==> config.mk <==
export PLATFORM = sky130hd
export DESIGN_NAME = ggf_queue
export DESIGN_NICKNAME = d
export VERILOG_FILES = /design/src/hw/rtl/ggf_pkg.sv /design/src/hw/rtl/ggf_queue.sv
export SDC_FILE = /design/constraint.sdc
export NUM_CORES = 1
export LEC_CHECK = 0
export ABC_AREA = 0
export BUFFER_PORTS_ARGS = -buffer_cell sky130_fd_sc_hd__buf_4
export CORE_MARGIN = 1
export CORE_UTILIZATION = 45
export DETAILED_ROUTE_END_ITERATION = 10
export PLACE_DENSITY_LB_ADDON = 0.2
export SYNTH_ARGS = -nofsm -noshare
export SYNTH_HDL_FRONTEND = slang
export SYNTH_SLANG_ARGS = --single-unit
==> constraint.sdc <==
create_clock -name clk -period 2.66 [get_ports clk]
set_clock_uncertainty 0.1 [all_clocks]
set_input_delay 0.133 -clock clk [delete_from_list [all_inputs] [get_ports clk]]
set_output_delay 0.133 -clock clk [all_outputs]
set_load 0.01 [all_outputs]
==> src/hw/rtl/ggf_pkg.sv <==
// Shared types and constants for the grid gap filler.
// Holds the neighbor table, field widths and the back-end state encoding.
package ggf_pkg;

  localparam int LEN_W    = 11;  // line_length register and cell counters
  localparam int CNT_W    = 16;  // line_count register and line counters
  localparam int LINE_W   = 17;  // input line counter, runs a few lines past the frame
  localparam int LAG_W    = 13;  // 2 * line_length + 2
  localparam int VAL_W    = 8;
  localparam int NB_COUNT = 21;  // center plus twenty neighbors
  localparam int NB_W     = 5;
  localparam int WT_W     = 6;
  localparam int NUM_W    = 18;
  localparam int DEN_W    = 9;
  localparam int QUO_W    = 8;
  localparam int QDEPTH   = 2;
  localparam int DATA_W   = 16;  // configuration write data

  localparam logic signed [VAL_W-1:0] EMPTY_CELL = -8'sd1;

  localparam logic REG_LINE_LENGTH = 1'b0;
  localparam logic REG_LINE_COUNT  = 1'b1;

  typedef enum logic [2:0] {
    B_IDLE,
    B_GATHER,
    B_PREP,
    B_DIVIDE,
    B_EMIT
  } back_state_t;

  typedef struct packed {
    logic signed [2:0] dl;
    logic signed [2:0] dc;
    logic [WT_W-1:0]   wt;
  } nb_t;

  // Entry 0 is the center cell; the others carry weight 40 / squared distance.
  function automatic nb_t nb_entry(input logic [NB_W-1:0] k);
    nb_t e;
    case (k)
      5'd0:    e = '{dl:  3'sd0, dc:  3'sd0, wt: 6'd0};
      5'd1:    e = '{dl: -3'sd2, dc: -3'sd2, wt: 6'd5};
      5'd2:    e = '{dl: -3'sd2, dc:  3'sd0, wt: 6'd10};
      5'd3:    e = '{dl: -3'sd2, dc:  3'sd2, wt: 6'd5};
      5'd4:    e = '{dl: -3'sd1, dc: -3'sd2, wt: 6'd8};
      5'd5:    e = '{dl: -3'sd1, dc: -3'sd1, wt: 6'd20};
      5'd6:    e = '{dl: -3'sd1, dc:  3'sd0, wt: 6'd40};
      5'd7:    e = '{dl: -3'sd1, dc:  3'sd1, wt: 6'd20};
      5'd8:    e = '{dl: -3'sd1, dc:  3'sd2, wt: 6'd8};
      5'd9:    e = '{dl:  3'sd0, dc: -3'sd2, wt: 6'd10};
      5'd10:   e = '{dl:  3'sd0, dc: -3'sd1, wt: 6'd40};
      5'd11:   e = '{dl:  3'sd0, dc:  3'sd1, wt: 6'd40};
      5'd12:   e = '{dl:  3'sd0, dc:  3'sd2, wt: 6'd10};
      5'd13:   e = '{dl:  3'sd1, dc: -3'sd2, wt: 6'd8};
      5'd14:   e = '{dl:  3'sd1, dc: -3'sd1, wt: 6'd20};
      5'd15:   e = '{dl:  3'sd1, dc:  3'sd0, wt: 6'd40};
      5'd16:   e = '{dl:  3'sd1, dc:  3'sd1, wt: 6'd20};
      5'd17:   e = '{dl:  3'sd1, dc:  3'sd2, wt: 6'd8};
      5'd18:   e = '{dl:  3'sd2, dc: -3'sd2, wt: 6'd5};
      5'd19:   e = '{dl:  3'sd2, dc:  3'sd0, wt: 6'd10};
      5'd20:   e = '{dl:  3'sd2, dc:  3'sd2, wt: 6'd5};
      default: e = '{dl:  3'sd0, dc:  3'sd0, wt: 6'd0};
    endcase
    return e;
  endfunction

endpackage

==> src/hw/rtl/ggf_queue.sv <==
// Two-entry job queue between the front end and the back end.
// Uses ggf_pkg for the depth.
module ggf_queue import ggf_pkg::*; #(
  parameter int JW = 42
) (
  input  logic          clk,
  input  logic          rst,
  input  logic          push,
  input  logic [JW-1:0] push_data,
  output logic          full,
  input  logic          pop,
  output logic          head_valid,
  output logic [JW-1:0] head_data
);

  logic [JW-1:0] slots [QDEPTH];
  logic          wr_ptr;
  logic          rd_ptr;
  logic [1:0]    fill;

  assign full       = (fill == 2'(QDEPTH));
  assign head_valid = (fill != 2'd0);
  assign head_data  = slots[rd_ptr];

  always_ff @(posedge clk) begin
    if (rst) begin
      wr_ptr <= 1'b0;
      rd_ptr <= 1'b0;
      fill   <= 2'd0;
    end else begin
      if (push) wr_ptr <= ~wr_ptr;
      if (pop)  rd_ptr <= ~rd_ptr;
      case ({push, pop})
        2'b10:   fill <= fill + 2'd1;
        2'b01:   fill <= fill - 2'd1;
        default: fill <= fill;
      endcase
    end
  end

  always_ff @(posedge clk) begin
    if (push) slots[wr_ptr] <= push_data;
  end

endmodule

# Yosys cells after proc, flatten, opt, wreduce, memory -nomap -nowiden
# Memories as Yosys holds them, arrays and structs flattened. A register that Yosys moved wholly into a read port is not among the register bits.
# Cells that the tools add are included.
totals:
  regBits: 4
  mem_bits_rw: 84
  n_memories: 1
  out_inout_bits: 44
classes:
  n_bitwise: 2
  mux: 5
  n_reduce_logical: 2
  n_addsub: 2
  n_eq_ne: 3
mem_list:
  columns: ["memory", "words", "width", "rd", "rd_clocked_by_memory_dff", "wr", "line_no", "rtl"]
  rows:
  - ["slots", 2, 42, 1, 1, 1, "ggf_queue.sv:16", "logic [JW-1:0] slots [QDEPTH];"]
ops:
  columns: ["operator", "n"]
  rows:
  - ["$eq A2 B2 Y1 const B", 2]
  - ["$mux W1", 4]
  - ["$pmux W2 S2", 1]
  - ["$reduce_bool A2 Y1", 2]
  - ["$add A2 B1 Y2 const B", 1]
  - ["$eq A2 B1 Y1 const B", 1]
  - ["$not A1 Y1", 2]
  - ["$sub A2 B1 Y2 const B", 1]

# Depth between registers and ports, before layout
depth:
  depth_word: 3
  depth_mapped: 5

# Least setup slack after synthesis
# No wires, ideal clock.
synth_timing:
  path_type: "reg-to-reg"
  startpoint: "register wr_ptr"
  endpoint: "memory slots[0][0] (enable)"
  path_buffers: 0
  required_ps: 2118
  synth_period_minus_slack_ps: 2639
  path_slack_ps: 21
  t_arrival_ps: 2097
  stages_incl_launch_ff: 2
  cell_sequence: "dfxtp_1 nor2_1"
synth_lines:
  columns: ["item", "line_no", "rtl"]
  rows:
  - ["start: declaration", "ggf_queue.sv:17", "logic wr_ptr;"]
  - ["start signal: assignment", "ggf_queue.sv:31", "if (push) wr_ptr <= ~wr_ptr;"]
  - ["end: declaration", "ggf_queue.sv:16", null]
# Straight into the memory's write port.

==> run summary <==
Vias in the first global route - 1942
Initial antenna violation count - 0
Synth unique cells - 15
HP Class - flip-flop to flip-flop
Max_cap viols - 0
Antenna Cells - 0
Fill cell count - 493
Setup WS pre-CTS - 1.05 ns
Cells on worst reg2reg path - 2
Final WS setup - 0.737 ns
Gr ovfl total - 0
Worst-path clk slew - 0.07 ns
Post-Synthesis Cell Area - 0.00323 mm²
Worst-path fanout max - 42
WHS Path Cells - 2
Final ANT Viol Nets - 0
Syn. warnings - 0
VDD IR-drop max - 315 µV
Initial DRT Pass Iterations - 4
CTS Buffer Depth - 2
Sink Count - 89
Pin count of the biggest net entering global routing - 43
P_leak - 1.76 nW
Post-route design area - 0.00466 mm²
Slew headroom - 0.563
Hpwl dp - 3360 µm
Post-CTS Repair Setup Buffers - 0
Seq/Total Area, Yosys - 0.812
Commonest non-fill, non-tap cell in the layout - buf_4
Placed instance count - 336
Total track usage - 0.158
Yosys reg bits - 89
Worst Max-Slew Pin Slew - 0.654 ns
Placed Area - 0.00405 mm²
Most frequent cells in the layout - buf_4 (90), edfxtp_1 (84), dlygate4sd3_1 (46), mux2_2 (42), clkbuf_8 (9)
Core box area - 0.00687 mm²
Syn avg cell area - 21.1 µm²
Die ar. - 0.00752 mm²
Clock root buffer - clkbuf_8
First-pass GRT wire length - 8680 µm
DR vias - 1805
Die H - 86.7 µm
Setup TNS after final layout - 0 ns
Highest clock rate - 520 MHz
CP arrival - 1.69 ns
Wire per inst - 14.1 µm
Critical path type - flip-flop to output pin
Setup crit start kind - flip-flop
Share of cells above drive strength 1 - 0.500
Num CTS Buffers - 9
Final Max Slew Viols - 0
Worst-skew pair later-pin latency - 0.33 ns
Area grow syn2layout - 44.5%
Vias/cell - 4.54
Starting Density - 0.470
Synth Instances - 153
Setup violators final - 0
Fin nets - 344
Crit path required time - 2.43 ns
Minimum clock period - 1.92 ns
I/O Pins - 90
Post-Layout Cell Count - 398
Tcrit/Tclk final - 0.723
Die width - 86.7 µm
H-tree Lvls - 3
Status - finished, final reports clean
CTS tree - yes
GPL Wtd Cong - 0.702
RSZ-0062 raised after global routing - no
Detailed Route WL - 5610 µm
Register area - 0.00262 mm²
Fin. Hold Viols - 0
Power per cell area - 614 mW/mm²
Syn_nets - 200
CP endpoint kind - output pin
IO Port Bufs - 89
Core Rows - 30
DRT iter0 DRCs - 71
Layout Utilization - 0.679
Multi-input logic area - 586 µm²
DRC viols - 0
## critical path, cell delays in order (launching register included)
cell	delay (ns)
dfxtp_2	0.31
buf_4	0.48
mux2_2	0.42
buf_4	0.15
## layout make-up
cell class	count	share of cell area
repair buffers	138	0.252
inverters	1	0.000805
clock inverters	5	0.00483
multi-input cells	58	0.126
well taps	96	0.0258
clock buffers	11	0.0282
flip-flops and latches	89	0.563
## registers in the layout (all words and copies together) (netlist names), named ones only
name,count
wr_ptr,1
slots,84
rd_ptr,1
fill,2
## timing repair
item	CTS	global route
hold endpoints to repair	89	0
hold buffers	46	0
resized for setup	0	0
## per-stage QoR
step,hold WS [ns],power (mW)
after global placement,0.219,2.09
final,0.411,2.86
after global routing,0.408,2.98
after CTS,0.400,2.89
after floorplan,0.102,1.88
after detailed placement,0.221,2.09
## synth_stat cells (all sizes together)
cell type / instances / area (µm²)
or2: 1 / 6.26
mux2: 42 / 473
and2b: 1 / 8.76
buf: 5 / 25.0
inv: 1 / 3.75
dfxtp: 5 / 100
ha: 1 / 12.5
xor2: 1 / 8.76
a21oi: 1 / 5.00
xnor2: 3 / 26.3
nor2: 5 / 18.8
edfxtp: 84 / 2520
o21ai: 1 / 5.00
and2: 1 / 6.26
or3: 1 / 6.26
## metal layers
metal / routed length, µm / global-route usage
met4: 110 / 0.0758
met5: 0 / 0
met3: 243 / 0.0390
met1: 2400 / 0.188
met2: 2860 / 0.271
## report_power, final
part | leakage, nW | internal [mW] | switching (mW)
Sequential | 0.830 | 1.63 | 0.0220
Clock | 0.0819 | 0.329 | 0.421
Combinational | 0.853 | 0.269 | 0.194
Total | 1.76 | 2.23 | 0.637
## logic make-up after synthesis
| logic type | share of synthesized area |
|---|---|
| AOI/OAI and AO/OA | 0.00310 |
| xor gates and xnor gates | 0.0109 |
| adders and majority gates | 0.00388 |
| buffers and inverters | 0.00891 |
| DFF | 0.812 |
| muxes | 0.147 |
| and+or+nand+nor | 0.0143 |
## worst paths after layout
check	start	to	slack, ns
worst max register to register	wr_ptr$_SDFFE_PP0P_	slots[1][41]$_DFFE_PP_	1.08
worst max-delay path	flip-flop	head_data[31]	0.74
worst min register to register	fill[1]$_SDFFE_PP0P_	fill[1]$_SDFFE_PP0P_	0.41
worst min-delay path	fill[1]$_SDFFE_PP0P_	fill[1]$_SDFFE_PP0P_	0.41
Note: power is estimated with default switching activity, not from simulation.
