<file path="config.mk">
export PLATFORM = sky130hd
export DESIGN_NAME = ggf_front
export DESIGN_NICKNAME = d
export VERILOG_FILES = /design/src/hw/rtl/ggf_pkg.sv /design/src/hw/rtl/ggf_front.sv
export SDC_FILE = /design/constraint.sdc
export NUM_CORES = 1
export LEC_CHECK = 0
export BUFFER_PORTS_ARGS = -buffer_cell sky130_fd_sc_hd__buf_2
export CAP_MARGIN = 20
export CORE_MARGIN = 2
export CORE_UTILIZATION = 52
export DETAILED_ROUTE_END_ITERATION = 10
export GPL_TIMING_DRIVEN = 0
export PLACE_DENSITY = 0.76
export SETUP_SLACK_MARGIN = 0.15
export SLEW_MARGIN = 25
export SYNTH_ARGS = -nofsm -noshare
export SYNTH_HDL_FRONTEND = slang
export SYNTH_SLANG_ARGS = --single-unit
</file>
<file path="constraint.sdc">
create_clock -name clk -period 4.71 [get_ports clk]
set_input_delay 0.942 -clock clk [delete_from_list [all_inputs] [get_ports clk]]
set_output_delay 0.942 -clock clk [all_outputs]
set_load 0.02 [all_outputs]
</file>
<file path="src/hw/rtl/ggf_pkg.sv">
// Shared types and constants for the grid gap filler.
// Holds the neighbor table, field widths and the back-end state encoding.
package ggf_pkg;

  localparam int LEN_W    = 11;  // line_length register and cell counters
  localparam int CNT_W    = 16;  // line_count register and line counters
  localparam int LINE_W   = 17;  // input line counter, runs a few lines past the frame
  localparam int LAG_W    = 13;  // 2 * line_length + 2
  localparam int VAL_W    = 8;
  localparam int NB_COUNT = 21;  // center plus twenty neighbors
  localparam int NB_W     = 5;
  localparam int WT_W     = 6;
  localparam int NUM_W    = 18;
  localparam int DEN_W    = 9;
  localparam int QUO_W    = 8;
  localparam int QDEPTH   = 2;
  localparam int DATA_W   = 16;  // configuration write data

  localparam logic signed [VAL_W-1:0] EMPTY_CELL = -8'sd1;

  localparam logic REG_LINE_LENGTH = 1'b0;
  localparam logic REG_LINE_COUNT  = 1'b1;

  typedef enum logic [2:0] {
    B_IDLE,
    B_GATHER,
    B_PREP,
    B_DIVIDE,
    B_EMIT
  } back_state_t;

  typedef struct packed {
    logic signed [2:0] dl;
    logic signed [2:0] dc;
    logic [WT_W-1:0]   wt;
  } nb_t;

  // Entry 0 is the center cell; the others carry weight 40 / squared distance.
  function automatic nb_t nb_entry(input logic [NB_W-1:0] k);
    nb_t e;
    case (k)
      5'd0:    e = '{dl:  3'sd0, dc:  3'sd0, wt: 6'd0};
      5'd1:    e = '{dl: -3'sd2, dc: -3'sd2, wt: 6'd5};
      5'd2:    e = '{dl: -3'sd2, dc:  3'sd0, wt: 6'd10};
      5'd3:    e = '{dl: -3'sd2, dc:  3'sd2, wt: 6'd5};
      5'd4:    e = '{dl: -3'sd1, dc: -3'sd2, wt: 6'd8};
      5'd5:    e = '{dl: -3'sd1, dc: -3'sd1, wt: 6'd20};
      5'd6:    e = '{dl: -3'sd1, dc:  3'sd0, wt: 6'd40};
      5'd7:    e = '{dl: -3'sd1, dc:  3'sd1, wt: 6'd20};
      5'd8:    e = '{dl: -3'sd1, dc:  3'sd2, wt: 6'd8};
      5'd9:    e = '{dl:  3'sd0, dc: -3'sd2, wt: 6'd10};
      5'd10:   e = '{dl:  3'sd0, dc: -3'sd1, wt: 6'd40};
      5'd11:   e = '{dl:  3'sd0, dc:  3'sd1, wt: 6'd40};
      5'd12:   e = '{dl:  3'sd0, dc:  3'sd2, wt: 6'd10};
      5'd13:   e = '{dl:  3'sd1, dc: -3'sd2, wt: 6'd8};
      5'd14:   e = '{dl:  3'sd1, dc: -3'sd1, wt: 6'd20};
      5'd15:   e = '{dl:  3'sd1, dc:  3'sd0, wt: 6'd40};
      5'd16:   e = '{dl:  3'sd1, dc:  3'sd1, wt: 6'd20};
      5'd17:   e = '{dl:  3'sd1, dc:  3'sd2, wt: 6'd8};
      5'd18:   e = '{dl:  3'sd2, dc: -3'sd2, wt: 6'd5};
      5'd19:   e = '{dl:  3'sd2, dc:  3'sd0, wt: 6'd10};
      5'd20:   e = '{dl:  3'sd2, dc:  3'sd2, wt: 6'd5};
      default: e = '{dl:  3'sd0, dc:  3'sd0, wt: 6'd0};
    endcase
    return e;
  endfunction

endpackage

</file>
<file path="src/hw/rtl/ggf_front.sv">
// Front end: accepts cells, writes them to the line store and queues one
// job per result position. Uses ggf_pkg for widths and constants.
module ggf_front import ggf_pkg::*; #(
  parameter int AW = 14,
  parameter int JW = 42
) (
  input  logic             clk,
  input  logic             rst,
  input  logic [LEN_W-1:0] len,
  input  logic [CNT_W-1:0] cnt,
  input  logic             restart,
  input  logic             s_tvalid,
  output logic             s_tready,
  input  logic [7:0]       s_tdata,
  input  logic             s_tuser,
  output logic             mem_we,
  output logic [AW-1:0]    mem_waddr,
  output logic [VAL_W-1:0] mem_wdata,
  output logic             job_push,
  output logic [JW-1:0]    job_data,
  input  logic             job_full
);

  typedef struct packed {
    logic [AW-1:0]    addr;
    logic [CNT_W-1:0] line;
    logic [LEN_W-1:0] col;
    logic             last;
  } job_t;

  logic [AW-1:0]     ptr;
  logic [LINE_W-1:0] in_line;
  logic [LEN_W-1:0]  in_cell;
  logic [LAG_W-1:0]  pre;
  logic [CNT_W-1:0]  out_line;
  logic [LEN_W-1:0]  out_cell;

  logic [LAG_W-1:0]  lag;
  logic              accept;
  logic              emit;
  logic              out_last;
  job_t              job;

  assign lag      = LAG_W'({len, 1'b0}) + LAG_W'(2);
  assign s_tready = !job_full;
  assign accept   = s_tvalid && !job_full;
  assign emit     = (pre == lag);
  assign out_last = (out_line == cnt - CNT_W'(1)) && (out_cell == len - LEN_W'(1));
  assign job_push = accept && emit;

  always_comb begin
    job.addr = ptr - AW'(lag);
    job.line = out_line;
    job.col  = out_cell;
    job.last = out_last;
  end
  assign job_data = job;

  // cells past the end of the frame are flush items and are not stored
  assign mem_we    = accept && (in_line < LINE_W'(cnt));
  assign mem_waddr = ptr;
  assign mem_wdata = s_tuser ? EMPTY_CELL : s_tdata;

  // ptr keeps running across frames so queued jobs of the old frame stay valid
  always_ff @(posedge clk) begin
    if (rst) begin
      ptr      <= '0;
      in_line  <= '0;
      in_cell  <= '0;
      pre      <= '0;
      out_line <= '0;
      out_cell <= '0;
    end else if (restart) begin
      in_line  <= '0;
      in_cell  <= '0;
      pre      <= '0;
      out_line <= '0;
      out_cell <= '0;
    end else if (accept) begin
      ptr <= ptr + AW'(1);
      if (emit && out_last) begin
        in_line  <= '0;
        in_cell  <= '0;
        pre      <= '0;
        out_line <= '0;
        out_cell <= '0;
      end else begin
        if (in_cell == len - LEN_W'(1)) begin
          in_cell <= '0;
          in_line <= in_line + LINE_W'(1);
        end else begin
          in_cell <= in_cell + LEN_W'(1);
        end
        if (!emit) pre <= pre + LAG_W'(1);
        if (emit) begin
          if (out_cell == len - LEN_W'(1)) begin
            out_cell <= '0;
            out_line <= out_line + CNT_W'(1);
          end else begin
            out_cell <= out_cell + LEN_W'(1);
          end
        end
      end
    end
  end

endmodule

</file>
== Word-level counts from Yosys, hierarchy flattened ==
Index checks and enable logic that the tools add are counted.

* Register bits: 82
* Bits in latches: 0
* Memory bits (writable): 0
* ROM bits: 0
* Bits of input ports: 41
* Output and inout port bits: 67
* Logic and storage cells: 51
* Memories kept: 0

* $add $sub $neg: 10
* Multipliers: 0
* Div/mod/pow operators: 0
* Order comparisons: 1
* Equal/unequal tests: 5
* Shift operators: 0
* Multiplexer cells: 13
* Bitwise logic cells: 1
* Reduce and logical (&&, ||, !) cells: 15

{| class="wikitable"
|+ Operators with widths
! operator !! number
|-
| $mux 11 || 5
|-
| $mux 16 || 3
|-
| $mux 17 || 2
|-
| $mux 13 || 2
|-
| $add 11x1->11 const B || 2
|-
| $eq 11x11->1 || 2
|-
| $add 17x1->17 const B || 1
|-
| $lt 17x16->1 || 1
|-
| $add 16x1->16 const B || 1
|-
| $eq 16x16->1 || 1
|-
| $sub 16x1->16 const B || 1
|-
| $add 14x1->14 const B || 1
|-
| $sub 14x13->14 || 1
|-
| $add 12x2->13 const B || 1
|-
| $add 13x1->13 const B || 1
|-
| $eq 13x13->1 || 1
|-
| $sub 11x1->11 const B || 1
|-
| $mux 8 || 1
|-
| $reduce_and 2->1 || 4
|-
| $reduce_bool 2->1 || 3
|-
| $logic_and 1x1->1 || 5
|-
| $reduce_and 3->1 || 1
|-
| $ne 2x1->1 const B || 1
|-
| $reduce_or 2->1 || 1
|-
| 2 further kinds || 2
|}

== Logic depth before layout (Yosys ltp) ==
Gate-level depths: netlist (run 1).

* Depth in word-level cells: 6
* Depth in mapped cells: 14
* Depth with buffers taken out: 13

== Worst setup path after synthesis (run 1) ==
No wires, ideal clock.

* Path kind: input port to output port
* Start: in len[0]
* End: out job_data[41]
* Data arrival time: 3.859 ns
* Path slack: -0.091 ns
* Stages on the path: 14
* Buffers on the path: 1
* Path through: clkbuf_1 > inv_1 > ha_1 > inv_1 > fa_1 > a21o_1 > a21oi_1 > o21bai_1 > a21oi_1 > nor2b_1 > o2111ai_1 > nand2_1 > o41ai_1 > xor2_1

* Cells in the longest elaborated chain, start to end: 2

{| class="wikitable"
|+ Ends and longest elaborated chain
! element !! RTL line !! text
|-
| start, declared || ggf_front.sv:9 || <nowiki>input logic [LEN_W-1:0] len,</nowiki>
|-
| $add 12x2->13 || ggf_front.sv:44 || <nowiki>assign lag = LAG_W'({len, 1'b0}) + LAG_W'(2);</nowiki>
|-
| $sub 14x13->14 || ggf_front.sv:52 || <nowiki>job.addr = ptr - AW'(lag);</nowiki>
|-
| end, declared || ggf_front.sv:20 || <nowiki>output logic [JW-1:0] job_data,</nowiki>
|}

Every way passes these cells.

== Final worst setup path (run 1) ==
* Start: in len[0]
* End: out job_data[32]

The elaborated chain is that of the path after synthesis.

==> results of run 1 <==
how the worst max path moves through the flow:
stage	to	slack (ps)	depth (start not counted)	start
floorplan	job_data[41]	170	14	len[0]
global placement	out_line[15]	-240	13	len[0]
detailed placement	out_line[15]	-300	13	len[0]
CTS	job_data[41]	130	16	len[0]
global route	job_data[41]	80	16	len[0]
finish	job_data[32]	230	18	len[0]
power groups by stage:
stage	clock network, µW	logic [µW]	registers [µW]
2_1_floorplan	0	163	713
3_3_place_gp	0	233	712
3_5_place_dp	0	237	712
4_1_cts	699	251	696
5_1_grt	731	285	696
6_report	691	264	696
layout make-up:
class                           count  area (µm²)  share of cell area (%)
Inverter                           40         150                    1.90
Tap cell                          168         210                    2.66
Sequential cell                    82        1640                    20.8
Clock inverter                      4        33.8                   0.428
Clock buffer                       12         246                    3.12
Buffer                             27         141                    1.79
Timing Repair Buffer              124         688                    8.72
Multi-Input combinational cell    650        4780                    60.6
stage by stage:
stage               worst slack, ps  setup TNS [ps]  hold slack, ps  total power (µW)  util, %
floorplan                       168               0             464               875        -
global placement               -242           -5720             490               945     59.9
detailed placement             -298           -7350             507               949     59.9
CTS                             130               0             516              1650     64.1
global route                   82.5               0             536              1710     64.9
finish                          234               0             509              1650     64.9
critical path: stages:
cell	delay [ps]
buf_4	140
buf_8	120
buf_8	130
and3_4	190
xnor2_1	130
ha_1	360
a21boi_2	190
buf_4	130
buf_4	120
buf_4	120
buf_4	120
buf_4	120
buf_4	120
buf_4	120
buf_4	120
buf_4	120
nor2_1	90
buf_4	140
flip-flops by register name (all words and copies together) (netlist names):
| register | count |
|---|---|
| mem_waddr | 14 |
| pre | 13 |
| out_line | 16 |
| in_cell | 11 |
| in_line | 17 |
| out_cell | 11 |
per-layer routing:
layer	part of all wire [%]	vias up	routed length, µm
li1	-	3083	-
met1	45	2944	7990
met2	47	215	8290
met3	5.8	38	1030
met4	2.2	0	395
met5	0	-	0
cells in the final DEF, fill, tap and decap left out, drive strengths merged, types with 5 or more instances in the layout:
| cell | n |
|---|---|
| a21o | 10 |
| a21oi | 24 |
| a22oi | 5 |
| and2 | 16 |
| and3 | 23 |
| and4 | 9 |
| buf | 137 |
| clkbuf | 26 |
| dfxtp | 82 |
| ha | 36 |
| inv | 42 |
| mux2i | 5 |
| nand2 | 57 |
| nand2b | 8 |
| nand3 | 24 |
| nand4 | 24 |
| nor2 | 107 |
| nor2b | 10 |
| nor3 | 11 |
| nor4 | 14 |
| o2111ai | 7 |
| o211ai | 13 |
| o21ai | 20 |
| or2 | 13 |
| or3 | 14 |
| or4 | 6 |
| xnor2 | 64 |
| xnor3 | 10 |
| xor2 | 59 |
synthesized netlist by cell type (4+ instances only):
| cell | count |
|---|---|
| or3_1 | 12 |
| a21oi_1 | 24 |
| o2111ai_1 | 7 |
| a2111oi_0 | 4 |
| and4_1 | 9 |
| inv_1 | 40 |
| or4_1 | 5 |
| buf_2 | 10 |
| nor2_1 | 106 |
| o21ai_0 | 18 |
| nand3_1 | 24 |
| xnor2_1 | 64 |
| nand2_1 | 57 |
| mux2i_1 | 5 |
| xnor3_1 | 10 |
| dfxtp_1 | 82 |
| a22oi_1 | 5 |
| a21o_1 | 10 |
| nand4_1 | 24 |
| ha_1 | 36 |
| nor4_1 | 10 |
| and2_1 | 15 |
| or2_2 | 13 |
| a211oi_1 | 4 |
| clkbuf_1 | 13 |
| nor3_1 | 11 |
| o211ai_1 | 12 |
| nand2b_1 | 8 |
| nor2b_1 | 10 |
| xor2_1 | 59 |
| and3_1 | 23 |
cell families (layout without fill, tap and decap cells):
group | after synthesis | count (layout) | share of synthesized area (%)
compound gates | 115 | 115 | 12.2
xor+xnor | 134 | 134 | 20.3
fa+ha+maj | 37 | 37 | 7.19
buf+inv | 67 | 207 | 4.17
flops | 82 | 82 | 25.1
mux | 5 | 5 | 0.765
simple gates | 359 | 359 | 30.3
what timing repair did:
| action | 4_1_cts | 5_1_grt |
|---|---|---|
| buffers inserted | 15 | 5 |
| endpoints found under the setup margin | 12 | 56 |
| pin swaps | 13 | 13 |
| resized for setup | 24 | 20 |
==> Flow_metrics.wiki, run 1 <==
{| class="wikitable"
! Metric !! Value
|-
| Largest area contributor in the netlist || dfxtp_1
|-
| Number of enable flip-flop cells after synthesis || 0
|-
| Reg2reg setup slack || ~1100 ps
|-
| CTS Sinks || 82
|-
| Total nets after synthesis || 877
|-
| Post-detailed-placement half-perimeter wirelength || approximately 13 mm
|-
| Detail Route Antenna Nets || 0
|-
| Path category of the worst min-delay check || flip-flop to flip-flop
|-
| Worst Hold Depth || 2
|-
| Required time at the endpoint of the critical path || around 3800 ps
|-
| Net count of the finished layout || 1012
|-
| R2r startpoint || pre[3]
|-
| Root buffer cell || clkbuf_16
|-
| GR Util met3 || approximately 5.3%
|-
| Run status || completed
|-
| Width of the die || 116 µm
|-
| Asr flop ratio synth || 0%
|-
| Antenna diode count || 0
|-
| Clock latency of the later-clocked register in the worst-skew pair || around 360 ps
|-
| Upper clock frequency limit || ~220 MHz
|-
| Number of DRC violations after detailed routing || 0
|-
| Remaining global-route overflow || 0
|-
| Dominant synthesized flop cell || dfxtp_1
|-
| Kind of critical path || input pin to output port
|-
| Highest fanout seen on the critical path || 9
|-
| Post-route standard cell area excluding fillers || 0.00789 mm²
|-
| Area growth from synthesis to layout || 20.6%
|-
| Std-Cell Core Area || 0.0122 mm²
|-
| M2 GR Usage || between 40% and 50%
|-
| Buffer levels on the longest clock path || 2
|-
| Global-route wire length before repair || about 28 mm
|-
| Initial antenna violation count || 0
|-
| Number of port buffers || 104
|-
| Clock power frac || around two fifths
|-
| Mapped Area || approximately 0.0065 mm²
|-
| Arrival time worst endpoint || ~3500 ps
|-
| Pwr dens || 209 mW/mm²
|-
| Portion of the post-synthesis area used by sequential elements || 25.1%
|-
| Slew Viols, Final || 0
|-
| Category of the worst setup path launch point || input pin
|-
| Logic gate share of total power || between 15 and 20%
|-
| Fraction of power consumed by sequential logic || 42.1%
|-
| Min-Delay Startpoint || pre[12]
|-
| R2R depth || 12
|-
| Switch share || roughly 28%
|-
| Final min period || about 4500 ps
|-
| Non-filler instance count after layout || around 1100
|-
| Synthesized area per cell || around 8.2 µm²
|-
| Die outline height || about 120 µm
|-
| Aggregate routed wire length || roughly 18 mm
|-
| # setup viols final || 0
|-
| CTS H-tree depth || 3
|-
| Peak supply drop || about 0.20 mV
|-
| Proportion of layout cells with a drive suffix above 1 || 22.3%
|-
| Total of hold buffers inserted after clock tree synthesis || 0
|-
| Number of synthesis warnings || 0
|-
| RSZ-0062 raised after global routing || false
|-
| Num rows || 40
|-
| Share of the synthesized area in the top cell type || between 20% and 30%
|-
| Gate count of the mapped netlist || roughly 800
|-
| Global-route met1 utilization || 34.0%
|-
| Number of fill cells in the layout || 1063
|-
| Top-Level Pins || between 100 and 150
|-
| Worst-case headroom to the max-slew limit || 44.5%
|-
| Clock-pin slew on the worst setup and hold paths || about 60 ps
|-
| Initial core utilization || 53.8%
|-
| DP Cell Count || 1071
|-
| Endpoint class of the critical path || output port
|-
| Overall die area || 0.0135 mm²
|-
| Power dissipated by switching net loads || between 400 and 500 µW
|-
| WL/cell || 16.0 µm
|-
| Highest-utilization routing layer at the global route stage || met2
|-
| Final hold violation count || 0
|-
| Number of global-route vias before repair || ~5700
|-
| First-iteration detailed-routing DRC count || between 400 and 500
|-
| Leakage power || ~0.0034 µW
|-
| Design internal power || ~1200 µW
|-
| Overall Global Routing Usage || a little over a quarter
|-
| Reg2reg end || in_line[9]
|-
| Maximum number of pins on one net before global-route repair || 15
|-
| Layout Skew || ~13 ps
|-
| Slew at the pin closest to its max-slew limit || just over 800 ps
|-
| Iteration count of the initial detailed-routing pass || 5
|-
| Placed cell areas || 0.00729 mm²
|-
| Clock tree from TritonCTS || yes
|-
| Post-synthesis cell type count || 75
|-
| Vias post-DR || 6280
|-
| Via density || between 5 and 6
|-
| Weighted congestion at the end of routability-driven global placement || about 0.9
|-
| Most area-consuming cells after synthesis || dfxtp_1 25%, xnor2_1 8.6%, xor2_1 7.9%
|-
| Tcrit/Tclk final || between 90% and 100%
|-
| Clock buffer count from CTS || 9
|-
| Seq cells post-synth || between 80 and 90
|-
| Endpoint of the worst hold path || pre[12]
|-
| Number of maximum-capacitance violations || 0
|}
No activity file was read; power rests on OpenSTA's default activity.
==> run 2: changes to the inputs <==
- CORE_MARGIN: 2 -> unset
==> run 2 against run 1 <==
Via count rose by 1.1%. Count of clock-buffer cells in the layout down 2. Setup slack got worse by 46 ps. Maximum frequency shrank 1.0%. Worst hold slack better by 1.1 ps. Sequential cell count unchanged. Critical path type unchanged. Highest routed layer unchanged.
==> Flow_metrics.wiki, run 2 (same netlist as run 1, synthesis figures left out) <==
{| class="wikitable"
! Metric !! Value
|-
| Slew Viols, Final || 0
|-
| Upper clock frequency limit || around 220 MHz
|-
| Area growth from synthesis to layout || 23.3%
|-
| Num rows || 40
|-
| First-iteration detailed-routing DRC count || 460
|-
| Final TNS setup || 0 ps
|-
| Clock tree from TritonCTS || yes
|-
| Post-route standard cell area excluding fillers || 0.00806 mm²
|-
| Non-filler instance count after layout || 1119
|-
| Highest fanout seen on the critical path || 2
|-
| Category of the worst setup path launch point || input pin
|-
| Number of DRC violations after detailed routing || 0
|-
| Placed cell areas || between 0.007 and 0.008 mm²
|-
| Most common cell after layout, fill and taps aside || buf_2
|-
| R2r startpoint || pre[3]
|-
| Aggregate routed wire length || around 18 mm
|-
| Worst-case headroom to the max-slew limit || between 40% and 50%
|-
| Proportion of layout cells with a drive suffix above 1 || between 20% and 30%
|-
| Detail Route Antenna Nets || 0
|-
| Layout Skew || ~11 ps
|-
| Iteration count of the initial detailed-routing pass || 5
|-
| CTS H-tree depth || 3
|-
| Remaining global-route overflow || 0
|-
| Initial core utilization || a little over half
|-
| Buffer levels on the longest clock path || 2
|-
| Kind of critical path || input pin to output port
|-
| Startpoint of the worst setup timing path || len[0]
|-
| Peak supply drop || between 0.15 and 0.2 mV
|-
| Path category of the worst min-delay check || flip-flop to flip-flop
|-
| Clock-pin slew on the worst setup and hold paths || ~60 ps
|-
| Weighted congestion at the end of routability-driven global placement || approximately 0.84
|-
| Width of the die || 114 µm
|-
| Leading cell types in the layout, fill and taps excluded || 107 x buf_2, 106 x nor2_1, 82 x dfxtp_1
|-
| Number of maximum-capacitance violations || 0
|-
| Required time at the endpoint of the critical path || 3770 ps
|-
| Number of fill cells in the layout || between 1000 and 1500
|-
| DP Cell Count || approximately 1100
|-
| Overall Global Routing Usage || between 20% and 30%
|-
| Overall die area || 0.0130 mm²
|-
| Root buffer cell || clkbuf_16
|-
| Via density || 5.67
|-
| Endpoint class of the critical path || output port
|-
| Maximum number of pins on one net before global-route repair || 16
|-
| Pwr dens || between 200 and 250 mW/mm²
|-
| Global-route wire length before repair || around 28 mm
|-
| Number of port buffers || between 100 and 150
|-
| Net count of the finished layout || between 1000 and 1500
|-
| Clock latency of the later-clocked register in the worst-skew pair || about 350 ps
|-
| Die outline height || ~110 µm
|-
| # setup viols final || 0
|-
| WL/cell || ~16 µm
|-
| Clock buffer count from CTS || 9
|-
| Tcrit/Tclk final || between 90 and 100%
|-
| Top-Level Pins || about 110
|-
| Max FFs per register || 17
|-
| Number of global-route vias before repair || around 5800
|-
| Total of hold buffers inserted after clock tree synthesis || 0
|-
| Post-detailed-placement half-perimeter wirelength || roughly 13 mm
|-
| Antenna diode count || 0
|-
| Overall power of the completed layout || roughly 1700 µW
|-
| Std-Cell Core Area || about 0.012 mm²
|-
| Final min period || around 4500 ps
|-
| Min-Delay Startpoint || in_cell[1]
|-
| Arrival time worst endpoint || between 3000 and 4000 ps
|-
| CTS Sinks || 82
|-
| Leakage power || between 0.003 and 0.004 µW
|-
| Slew at the pin closest to its max-slew limit || 837 ps
|-
| Initial antenna violation count || 0
|-
| Final hold violation count || 0
|-
| Run status || completed
|-
| Vias post-DR || 6347
|-
| Register with the most flip-flops || in_line
|-
| RSZ-0062 raised after global routing || true
|}
-- run 2: cell type report --
type / instances / area (µm²) / share of cell area, %
clock inverters: 6 / 48.8 / 0.605
repair buffers: 136 / 785 / 9.73
well taps: 168 / 210 / 2.61
plain buffers: 27 / 144 / 1.78
multi-input cells: 650 / 4840 / 60.0
inverters: 40 / 156 / 1.94
clock buffers: 10 / 239 / 2.96
flip-flops and latches: 82 / 1640 / 20.4
-- run 2: final timing paths --
kind,to,slack (ps),depth (start not counted)
hold / removal,in_cell[1],510,2
hold reg to reg,in_cell[1],510,2
setup reg to reg,in_line[8],1120,11
setup / recovery,job_data[41],190,16
-- run 2: repair_timing --
action,in CTS,in global routing
cloned,0,0
setup buffers,21,11
endpoints found under the hold margin,0,0
pin swaps,10,19
endpoints found under the setup margin,19,56
gates resized for setup,22,35
-- run 2: where the power goes --
group / total (µW) / switching (µW) / internal [µW] / leakage (µW)
clock network: 694 / 316 / 377 / 0.000137
registers: 696 / 1.83 / 694 / 0.000660
logic: 270 / 155 / 115 / 0.00270
total: 1660 / 474 / 1190 / 0.00350
-- run 2: worst max-delay path, cell delays in order --
cell        delay [ps]
buf_8               80
buf_8               90
clkinvlp_4         100
ha_4               300
inv_4               40
fa_2               330
a21o_1             170
a21oi_2            150
o21bai_1           130
a21oi_2            210
nor2b_2             80
o2111ai_1          190
nand2_1            120
o41ai_2            310
xor2_1             170
buf_4              160
-- run 2: per-layer routing --
layer  global-route usage, %  vias to the layer above  part of all wire, %
li1                        -                     3108                    -
met2                    46.3                      193                   47
met4                    8.74                        0                  1.8
met5                       0                        -                    0
met1                    34.8                     3017                   46
met3                    4.61                       29                  5.1
-- run 2: stage by stage --
| step | hold slack (ps) | worst slack [ps] | utilization [%] |
|---|---|---|---|
| CTS | 514 | 142 | 64.6 |
| detailed placement | 505 | -266 | 60.2 |
| floorplan | 464 | 168 | - |
| global placement | 489 | -214 | 60.2 |
| finish | 510 | 188 | 66.6 |
| global route | 535 | 6.31 | 66.6 |
